$ cat config.mk
export PLATFORM = sky130hd
export DESIGN_NAME = elf_header_stream_parser_core
export DESIGN_NICKNAME = d
export VERILOG_FILES = /design/src/design/ehsp_pkg.sv /design/src/design/ehsp_step.sv /design/src/design/elf_header_stream_parser_core.sv
export SDC_FILE = /design/constraint.sdc
export NUM_CORES = 1
export LEC_CHECK = 0
export BUFFER_PORTS_ARGS = -buffer_cell sky130_fd_sc_hd__buf_4
export CORE_MARGIN = 1
export CORE_UTILIZATION = 56
export CTS_CLUSTER_DIAMETER = 30
export DETAILED_ROUTE_END_ITERATION = 8
export HOLD_SLACK_MARGIN = 0.02
export PLACE_DENSITY = 0.83
export SYNTH_ARGS = -nofsm -noshare
export SYNTH_HDL_FRONTEND = slang
export SYNTH_SLANG_ARGS = --single-unit
$ cat constraint.sdc
create_clock -name clock -period 11.5 [get_ports clock]
set_input_delay 0.575 -clock clock [delete_from_list [all_inputs] [get_ports clock]]
set_output_delay 0.575 -clock clock [all_outputs]
set_load 0.005 [all_outputs]
$ cat src/design/ehsp_pkg.sv
// Shared types, constants and layout tables for the ELF header stream parser.
package ehsp_pkg;

   localparam int IdentBytes = 16;
   localparam int NumFields  = 13;

   typedef enum logic [1:0] {
      PHASE_IDLE,
      PHASE_HEADER,
      PHASE_PADDING,
      PHASE_FINISHED
   } phase_type;

   typedef enum logic [3:0] {
      STATUS_OK               = 4'd0,
      STATUS_BAD_MAGIC        = 4'd1,
      STATUS_NO_CLASS         = 4'd2,
      STATUS_UNKNOWN_CLASS    = 4'd3,
      STATUS_BAD_ENCODING     = 4'd4,
      STATUS_VERSION_MISMATCH = 4'd5,
      STATUS_BAD_VERSION      = 4'd6,
      STATUS_TOO_SHORT        = 4'd7,
      STATUS_TRUNCATED        = 4'd8
   } status_type;

   // Field codes that need special handling
   localparam logic [3:0] FieldVersion = 4'd2;
   localparam logic [3:0] FieldEhsize  = 4'd7;

   // Identification byte offsets
   localparam logic [15:0] IdentClassPos   = 16'd4;
   localparam logic [15:0] IdentDataPos    = 16'd5;
   localparam logic [15:0] IdentVersionPos = 16'd6;
   localparam logic [15:0] MagicBytes      = 16'd4;

   // Identification byte codes
   localparam logic [7:0] ClassNone = 8'd0;
   localparam logic [7:0] Class32   = 8'd1;
   localparam logic [7:0] Class64   = 8'd2;
   localparam logic [7:0] DataLsb   = 8'd1;
   localparam logic [7:0] DataMsb   = 8'd2;

   localparam logic [63:0] ExpectedVersion = 64'd1;

   localparam logic [7:0] Magic [4] = '{8'h7F, 8'h45, 8'h4C, 8'h46};

   // Field start and length within the body, per class (32-bit row, 64-bit row)
   localparam logic [5:0] FieldStart [2][NumFields] = '{
      '{6'd0, 6'd2, 6'd4, 6'd8, 6'd12, 6'd16, 6'd20, 6'd24, 6'd26, 6'd28, 6'd30,
        6'd32, 6'd34},
      '{6'd0, 6'd2, 6'd4, 6'd8, 6'd16, 6'd24, 6'd32, 6'd36, 6'd38, 6'd40, 6'd42,
        6'd44, 6'd46}};
   localparam logic [3:0] FieldLen [2][NumFields] = '{
      '{4'd2, 4'd2, 4'd4, 4'd4, 4'd4, 4'd4, 4'd4, 4'd2, 4'd2, 4'd2, 4'd2, 4'd2, 4'd2},
      '{4'd2, 4'd2, 4'd4, 4'd8, 4'd8, 4'd8, 4'd4, 4'd2, 4'd2, 4'd2, 4'd2, 4'd2, 4'd2}};

   // Full header length (identification plus body), per class
   localparam logic [15:0] TotalLen [2] = '{16'd52, 16'd64};

   typedef struct packed {
      phase_type   phase;
      logic [15:0] offset;
      logic        class_wide;
      logic        msb_first;
      logic [7:0]  ident_version;
      logic [63:0] acc;
      logic [15:0] hdr_len;
   } state_type;

   localparam state_type ResetState = '{
      PHASE_IDLE, 16'd0, 1'b0, 1'b0, 8'd0, 64'd0, 16'd0};

   typedef struct packed {
      logic        emit;
      logic [3:0]  field_id;
      logic [63:0] field_value;
      logic        field_valid;
      status_type  status;
      logic        is_64bit;
      logic        big_endian;
      logic        header_done;
   } result_type;

endpackage

$ cat src/design/ehsp_step.sv
// Per-byte parse step: next parser state and the result caused by one byte.
module ehsp_step (
   input  ehsp_pkg::state_type  state_cur,
   input  logic [7:0]           data_byte,
   input  logic                 first_byte,
   input  logic                 end_of_data,
   output ehsp_pkg::state_type  state_nxt,
   output ehsp_pkg::result_type result
);

   ehsp_pkg::state_type  st;
   ehsp_pkg::status_type status;
   logic [5:0]           rel;
   logic [3:0]           fidx;
   logic [2:0]           kidx;
   logic                 cw;
   logic                 field_last;
   logic [63:0]          acc_base;
   logic [63:0]          acc_new;
   logic [15:0]          pos_next;
   logic                 header_end;

   always_comb begin
      st = state_cur;
      if (first_byte) begin
         st       = ehsp_pkg::ResetState;
         st.phase = ehsp_pkg::PHASE_HEADER;
      end
      state_nxt  = st;
      result     = '0;
      status     = ehsp_pkg::STATUS_OK;
      header_end = 1'b0;
      cw         = st.class_wide;

      // Locate the field and byte within it
      rel  = st.offset[5:0] - 6'(ehsp_pkg::IdentBytes);
      fidx = '0;
      kidx = '0;
      for (int i = 0; i < ehsp_pkg::NumFields; i++) begin
         if (rel >= ehsp_pkg::FieldStart[cw][i] &&
             rel < ehsp_pkg::FieldStart[cw][i] + 6'(ehsp_pkg::FieldLen[cw][i])) begin
            fidx = 4'(i);
            kidx = 3'(rel - ehsp_pkg::FieldStart[cw][i]);
         end
      end
      field_last = ({1'b0, kidx} + 4'd1) == ehsp_pkg::FieldLen[cw][fidx];
      acc_base   = (kidx == 3'd0) ? 64'd0 : st.acc;
      acc_new    = st.msb_first ? {acc_base[55:0], data_byte}
                                : acc_base | ({56'd0, data_byte} << {kidx, 3'b000});
      pos_next   = st.offset + 16'd1;

      case (st.phase)
         ehsp_pkg::PHASE_PADDING: begin
            state_nxt.offset = pos_next;
            if (pos_next >= st.hdr_len || end_of_data) begin
               result.emit        = 1'b1;
               result.header_done = 1'b1;
               state_nxt.phase    = ehsp_pkg::PHASE_FINISHED;
            end
         end
         ehsp_pkg::PHASE_HEADER: begin
            if (st.offset < 16'(ehsp_pkg::IdentBytes)) begin
               if (st.offset < ehsp_pkg::MagicBytes) begin
                  if (data_byte != ehsp_pkg::Magic[st.offset[1:0]])
                     status = ehsp_pkg::STATUS_BAD_MAGIC;
               end else if (st.offset == ehsp_pkg::IdentClassPos) begin
                  case (data_byte)
                     ehsp_pkg::Class32:   state_nxt.class_wide = 1'b0;
                     ehsp_pkg::Class64:   state_nxt.class_wide = 1'b1;
                     ehsp_pkg::ClassNone: status = ehsp_pkg::STATUS_NO_CLASS;
                     default:             status = ehsp_pkg::STATUS_UNKNOWN_CLASS;
                  endcase
               end else if (st.offset == ehsp_pkg::IdentDataPos) begin
                  case (data_byte)
                     ehsp_pkg::DataLsb: state_nxt.msb_first = 1'b0;
                     ehsp_pkg::DataMsb: state_nxt.msb_first = 1'b1;
                     default:           status = ehsp_pkg::STATUS_BAD_ENCODING;
                  endcase
               end else if (st.offset == ehsp_pkg::IdentVersionPos) begin
                  state_nxt.ident_version = data_byte;
               end
            end else begin
               state_nxt.acc = acc_new;
               if (field_last) begin
                  result.emit        = 1'b1;
                  result.field_valid = 1'b1;
                  result.field_id    = fidx;
                  result.field_value = acc_new;
                  if (fidx == ehsp_pkg::FieldVersion) begin
                     // Mismatch with the identification byte wins over the value check
                     if (acc_new != {56'd0, st.ident_version})
                        status = ehsp_pkg::STATUS_VERSION_MISMATCH;
                     else if (acc_new != ehsp_pkg::ExpectedVersion)
                        status = ehsp_pkg::STATUS_BAD_VERSION;
                  end else if (fidx == ehsp_pkg::FieldEhsize) begin
                     state_nxt.hdr_len = acc_new[15:0];
                  end
               end
               if (pos_next == ehsp_pkg::TotalLen[cw] && status == ehsp_pkg::STATUS_OK) begin
                  header_end = 1'b1;
                  if (state_nxt.hdr_len < ehsp_pkg::TotalLen[cw]) begin
                     status = ehsp_pkg::STATUS_TOO_SHORT;
                  end else if (state_nxt.hdr_len == ehsp_pkg::TotalLen[cw]) begin
                     result.emit        = 1'b1;
                     result.header_done = 1'b1;
                     state_nxt.phase    = ehsp_pkg::PHASE_FINISHED;
                  end else begin
                     state_nxt.phase = ehsp_pkg::PHASE_PADDING;
                  end
               end
            end
            state_nxt.offset = pos_next;
            if (status == ehsp_pkg::STATUS_OK && !header_end && end_of_data)
               status = ehsp_pkg::STATUS_TRUNCATED;
            if (status != ehsp_pkg::STATUS_OK) begin
               result.emit        = 1'b1;
               result.header_done = 1'b1;
               state_nxt.phase    = ehsp_pkg::PHASE_FINISHED;
            end
         end
         default: begin
            // Idle or finished without a restart: drop the byte
            state_nxt = st;
         end
      endcase

      result.status     = status;
      result.is_64bit   = state_nxt.class_wide;
      result.big_endian = state_nxt.msb_first;
   end

endmodule

$ cat src/design/elf_header_stream_parser_core.sv
// Top level of the ELF header stream parser: input register, parse state, result register.
// An accepted byte's result, if any, is registered once the result register is free.
// Throughput: one byte per cycle unless rsp_stall holds the result register; the parse step
//   is a single combinational pass between the input register and the result register,
//   with the parse state updated alongside.
// Reset (synchronous, active high): clears both valid flags and returns the parser to idle.
module elf_header_stream_parser_core (
   input  logic        clock,
   input  logic        reset,
   // Byte stream in
   input  logic        req_valid,
   output logic        req_stall,
   input  logic [7:0]  req_data_byte,
   input  logic        req_first_byte,
   input  logic        req_end_of_data,
   // Field results out
   output logic        rsp_valid,
   input  logic        rsp_stall,
   output logic [3:0]  rsp_field_id,
   output logic [63:0] rsp_field_value,
   output logic        rsp_field_valid,
   output logic [3:0]  rsp_status,
   output logic        rsp_is_64bit,
   output logic        rsp_big_endian,
   output logic        rsp_header_done
);

   // Input register
   logic       in_valid_ff, in_valid_in;
   logic [7:0] in_data_ff;
   logic       in_first_ff;
   logic       in_last_ff;

   // Parser state
   ehsp_pkg::state_type state_ff, state_in;

   // Result register
   logic                 out_valid_ff, out_valid_in;
   ehsp_pkg::result_type out_ff;

   ehsp_pkg::result_type step_result;
   logic                 out_free;
   logic                 advance;
   logic                 req_xfer;

   // The result register can take a new entry when empty or being drained this cycle
   assign out_free  = !out_valid_ff || !rsp_stall;
   // Process the held byte only when its result has somewhere to go
   assign advance   = in_valid_ff && out_free;
   // Hold off the producer only when the input register is full and cannot move
   assign req_stall = in_valid_ff && !out_free;
   assign req_xfer  = req_valid && !req_stall;

   ehsp_step u_step (
      .state_cur   (state_ff),
      .data_byte   (in_data_ff),
      .first_byte  (in_first_ff),
      .end_of_data (in_last_ff),
      .state_nxt   (state_in),
      .result      (step_result)
   );

   assign in_valid_in  = req_xfer || (in_valid_ff && !advance);
   // Load a new result when the step emits; otherwise hold while stalled, else drop
   assign out_valid_in = (advance && step_result.emit) || (out_valid_ff && rsp_stall);

   always_ff @(posedge clock) begin
      if (reset) begin
         in_valid_ff  <= 1'b0;
         out_valid_ff <= 1'b0;
         state_ff     <= ehsp_pkg::ResetState;
      end else begin
         in_valid_ff  <= in_valid_in;
         out_valid_ff <= out_valid_in;
         if (advance) begin
            state_ff <= state_in;
         end
      end
   end

   // Payload registers: no reset needed
   always_ff @(posedge clock) begin
      if (req_xfer) begin
         in_data_ff  <= req_data_byte;
         in_first_ff <= req_first_byte;
         in_last_ff  <= req_end_of_data;
      end
      if (advance && step_result.emit) begin
         out_ff <= step_result;
      end
   end

   assign rsp_valid       = out_valid_ff;
   assign rsp_field_id    = out_ff.field_id;
   assign rsp_field_value = out_ff.field_value;
   assign rsp_field_valid = out_ff.field_valid;
   assign rsp_status      = out_ff.status;
   assign rsp_is_64bit    = out_ff.is_64bit;
   assign rsp_big_endian  = out_ff.big_endian;
   assign rsp_header_done = out_ff.header_done;

endmodule

==> flow_summary.ini <==
[run_status]
run_status = finished clean

[logic_synthesis]
post_synthesis_sequential_area_ratio_pct = 38.5
synth_cells = 1442
synth_warnings = 0
ys_ff_latch = 196
synth_flop_cell = dfxtp_1
synth_fp_nets = 1504
synth-async-reset-ratio_pct = 0
synth_edf_count = 86
synth.avg_cell_area_sq_um = 8.63
synth.distinct_cells = 103
synth_area_sq_um = 12400

[layout]
commonest_non_fill_non_tap_cells_in_the_layout = nor2_1 (235), dfxtp_1 (109), buf_4 (107), nand2_1 (103), a21oi_1 (88)
num-fill-cells = 1840
multiInputGateArea_sq_um = 7140
nets = 1531
layout_commonest_cell = nor2_1
layout-drive-gt1-share_pct = 13.1
area.growth.synth_to_final_pct = 11.4
antenna-diode-count = 0
regArea_sq_um = 4790

[critical_path]
maximum_fanout_along_the_worst_path = 47
cp_data_arrival_time_ps = 9700
rr_endpoint = rsp_is_64bit
timing.critical_path.to_type = register
regToRegSetupSlack_ps = 1890
criticalPathCategory = register to register
startpoint_kind_of_the_worst_setup_timing_path = register
startpoint_of_the_most_critical_register_to_register_path = in_first_ff
reg2reg_depth = 24
worst-endpoint-required_ps = 11590

[sta]
worst_case_headroom_to_the_max_slew_limit_pct = 15.4
maxSlewViolCount = 0
tightestPinTransition_ps = 1260
fmaxAchievable_ghz = 0.104
unrepaired_setup_endpoints_after_global_routing = no
post-route-period-util_pct = 83.6
timing.setup.tns_ps = 0
final-setup-viol-count = 0
hold_viol = 0
clock_skew_ps = 13.5
postLayoutSetupSlackWorst_ps = 1890
layout_min_cycle_time_ps = 9610

[routing]
remaining_drc_errors = 0
totalWireLength_um = 38900
vias = 12000
length_of_the_first_detailed_routing_pass_in_iterations = 6
detail_route.wl_per_cell_um = 22.1
antenna_left = 0
post_drt_via_cell_ratio = 6.83
number_of_drc_violations_after_detailed_routing_iteration_0 = 1722

[placement]
post_place_worst_slack_ps = 2060
half_perimeter_wire_length_after_placement_um = 26900
portBuffers = 91
routabilityCongestion = 0.960

[die]
die-area_sq_um = 22800
die_width_um = 151
core_sq_um = 21800
initial_utilization_pct = 57.0
rows = 54
die_height_um = 151
io-pin-count = 92

[power_and_ir_drop]
worst_ir_drop_vdd_v = 0.000110
totalPowerFinal_w = 0.00148
p_per_area_nw_per_um2 = 107
power_leakage_nw = 4.89

[clock_tree]
cts_num_sinks = 196
cts_post_setup_buffers_inserted = 0
cts-root-buf = clkbuf_16
postcts_resize_cnt = 0
clk_pin_slew_ps = 90
cts.path.max_buffers = 2
number_of_buffers_added_by_the_clock_tree_synthesis_step = 17
cts_hold_buf = 0
tritoncts_clock_tree = done
cts-htree-levels = 4
clock_latency_late_sink_ps = 450

[global_routing]
wire_length_of_the_first_global_routing_pass_um = 60200
grt_antenna_before_repair = 0
groute.usage.overall_pct = 34.4
first_global_vias = 10900
global_route.overflow_total = 0
largest_net_degree_at_the_start_of_global_routing = 91

[worst_hold_path]
cell_depth_of_the_worst_hold_path = 1
hold-path-endpoint = in_data_ff[1]
worstHoldStart = req_data_byte[1]
worst_hold_path_type = primary input to register

[run]
drv.max_cap_violation_count = 0
-- metal layers --
metal,vias up,GRT usage (%),wire length [um]
met4,0,13.1,1310
li1,5409,-,-
met2,806,51.6,17000
met3,131,8.22,4520
met1,5692,47.7,16100
met5,-,0,0
-- worst max path at each step --
stage / start / end / slack (ps) / depth (start not counted)
after floorplan: in_first_ff / rsp_big_endian / 1340 / 27
after global placement: in_first_ff / rsp_field_id[3] / 2410 / 24
after detailed placement: in_first_ff / rsp_field_id[1] / 2060 / 24
after CTS: in_first_ff / rsp_field_value[2] / 1990 / 24
after global routing: in_first_ff / rsp_field_value[2] / 1280 / 24
final: in_first_ff / rsp_is_64bit / 1890 / 24
-- logic make-up (layout without fill, tap and decap cells) --
| family | Yosys count | count (layout) | share of synthesized area (%) |
|---|---|---|---|
| XOR/XNOR | 22 | 22 | 1.66 |
| AND/OR/NAND/NOR | 591 | 591 | 23.5 |
| AO/OA/AOI/OAI | 394 | 394 | 22.5 |
| flip-flops | 196 | 196 | 38.5 |
| multiplexers | 57 | 57 | 4.62 |
| adder cells (fa/ha/maj) | 48 | 48 | 4.83 |
| buffers and inverters | 134 | 174 | 4.40 |
-- power breakdown --
part / switching (W) / total, W / leakage [nW] / internal, W
Clock: 0.000328 / 0.000650 / 0.311 / 0.000323
Sequential: 0.0000139 / 0.000748 / 1.80 / 0.000734
Combinational: 0.0000591 / 0.0000856 / 2.78 / 0.0000265
-- state kept, by name, summed over array words and instances (netlist names) --
| name | count |
|---|---|
| in_data_ff | 8 |
| in_first_ff | 1 |
| in_last_ff | 1 |
| in_valid_ff | 1 |
| rsp_big_endian | 1 |
| rsp_field_id | 4 |
| rsp_field_valid | 1 |
| rsp_field_value | 64 |
| rsp_header_done | 1 |
| rsp_is_64bit | 1 |
| rsp_status | 4 |
| rsp_valid | 1 |
| state_ff | 108 |
-- final cells by class --
cell class / count / area share (%)
multi-input combinational: 1112 / 51.5
sequential: 196 / 34.5
timing repair buffer: 107 / 5.79
clock buffer: 17 / 3.07
tap: 280 / 2.53
clock inverter: 15 / 1.61
inverter: 35 / 0.948
-- stage by stage --
stage / cell area, sq um / hold WS (ps) / instances / util (%)
after global routing: 13900 / 284 / 1762 / 63.5
after detailed placement: 13200 / 454 / 1730 / 60.6
after floorplan: 12400 / 437 / 1442 / -
after global placement: 13200 / 458 / 1730 / 60.6
after CTS: 13900 / 290 / 1762 / 63.5
final: 13900 / 292 / 1762 / 63.5
-- synth_stat cells, types with 7 or more instances --
master,instances,area (sq um)
inv_1,31,116
a211oi_1,7,52.6
or3_1,10,62.6
nand4_1,22,138
o211ai_1,7,52.6
nor2b_1,46,288
and3_1,12,75.1
ha_1,48,601
dfxtp_1,110,2200
a32oi_1,8,70.1
or4_1,7,52.6
a21o_1,10,75.1
o21ai_0,58,290
o22a_1,7,61.3
buf_2,11,55.1
mux2i_1,54,541
nand3_1,33,165
o21ai_1,13,65.1
nand2_1,103,387
o32ai_1,13,114
nor4_1,20,125
buf_1,12,45.0
edfxtp_1,86,2580
a22oi_1,60,450
a21oi_1,88,440
nand2b_1,9,56.3
xnor2_1,16,140
and2_1,21,131
nor2_1,236,886
a31oi_1,29,181
clkbuf_1,70,263
nor3_1,39,195
-- worst max-delay path, stage by stage, from the launching register on --
cell and delay [ps]:
edfxtp_1 570, inv_1 110, buf_4 330, nand2_1 420
inv_1 480, ha_1 390, and3_1 180, a221o_1 350
a22o_1 280, nor4_4 360, nor4b_1 110, o32ai_2 630
ha_1 340, and4_1 300, a221o_1 180, buf_4 420
nor2_1 340, a222oi_1 570, nand4_1 200, nor3_2 350
nand4_1 200, a21oi_2 290, a21oi_1 180, o21ai_4 960
buf_4 620
No activity file was read; power rests on OpenSTA's default activity.
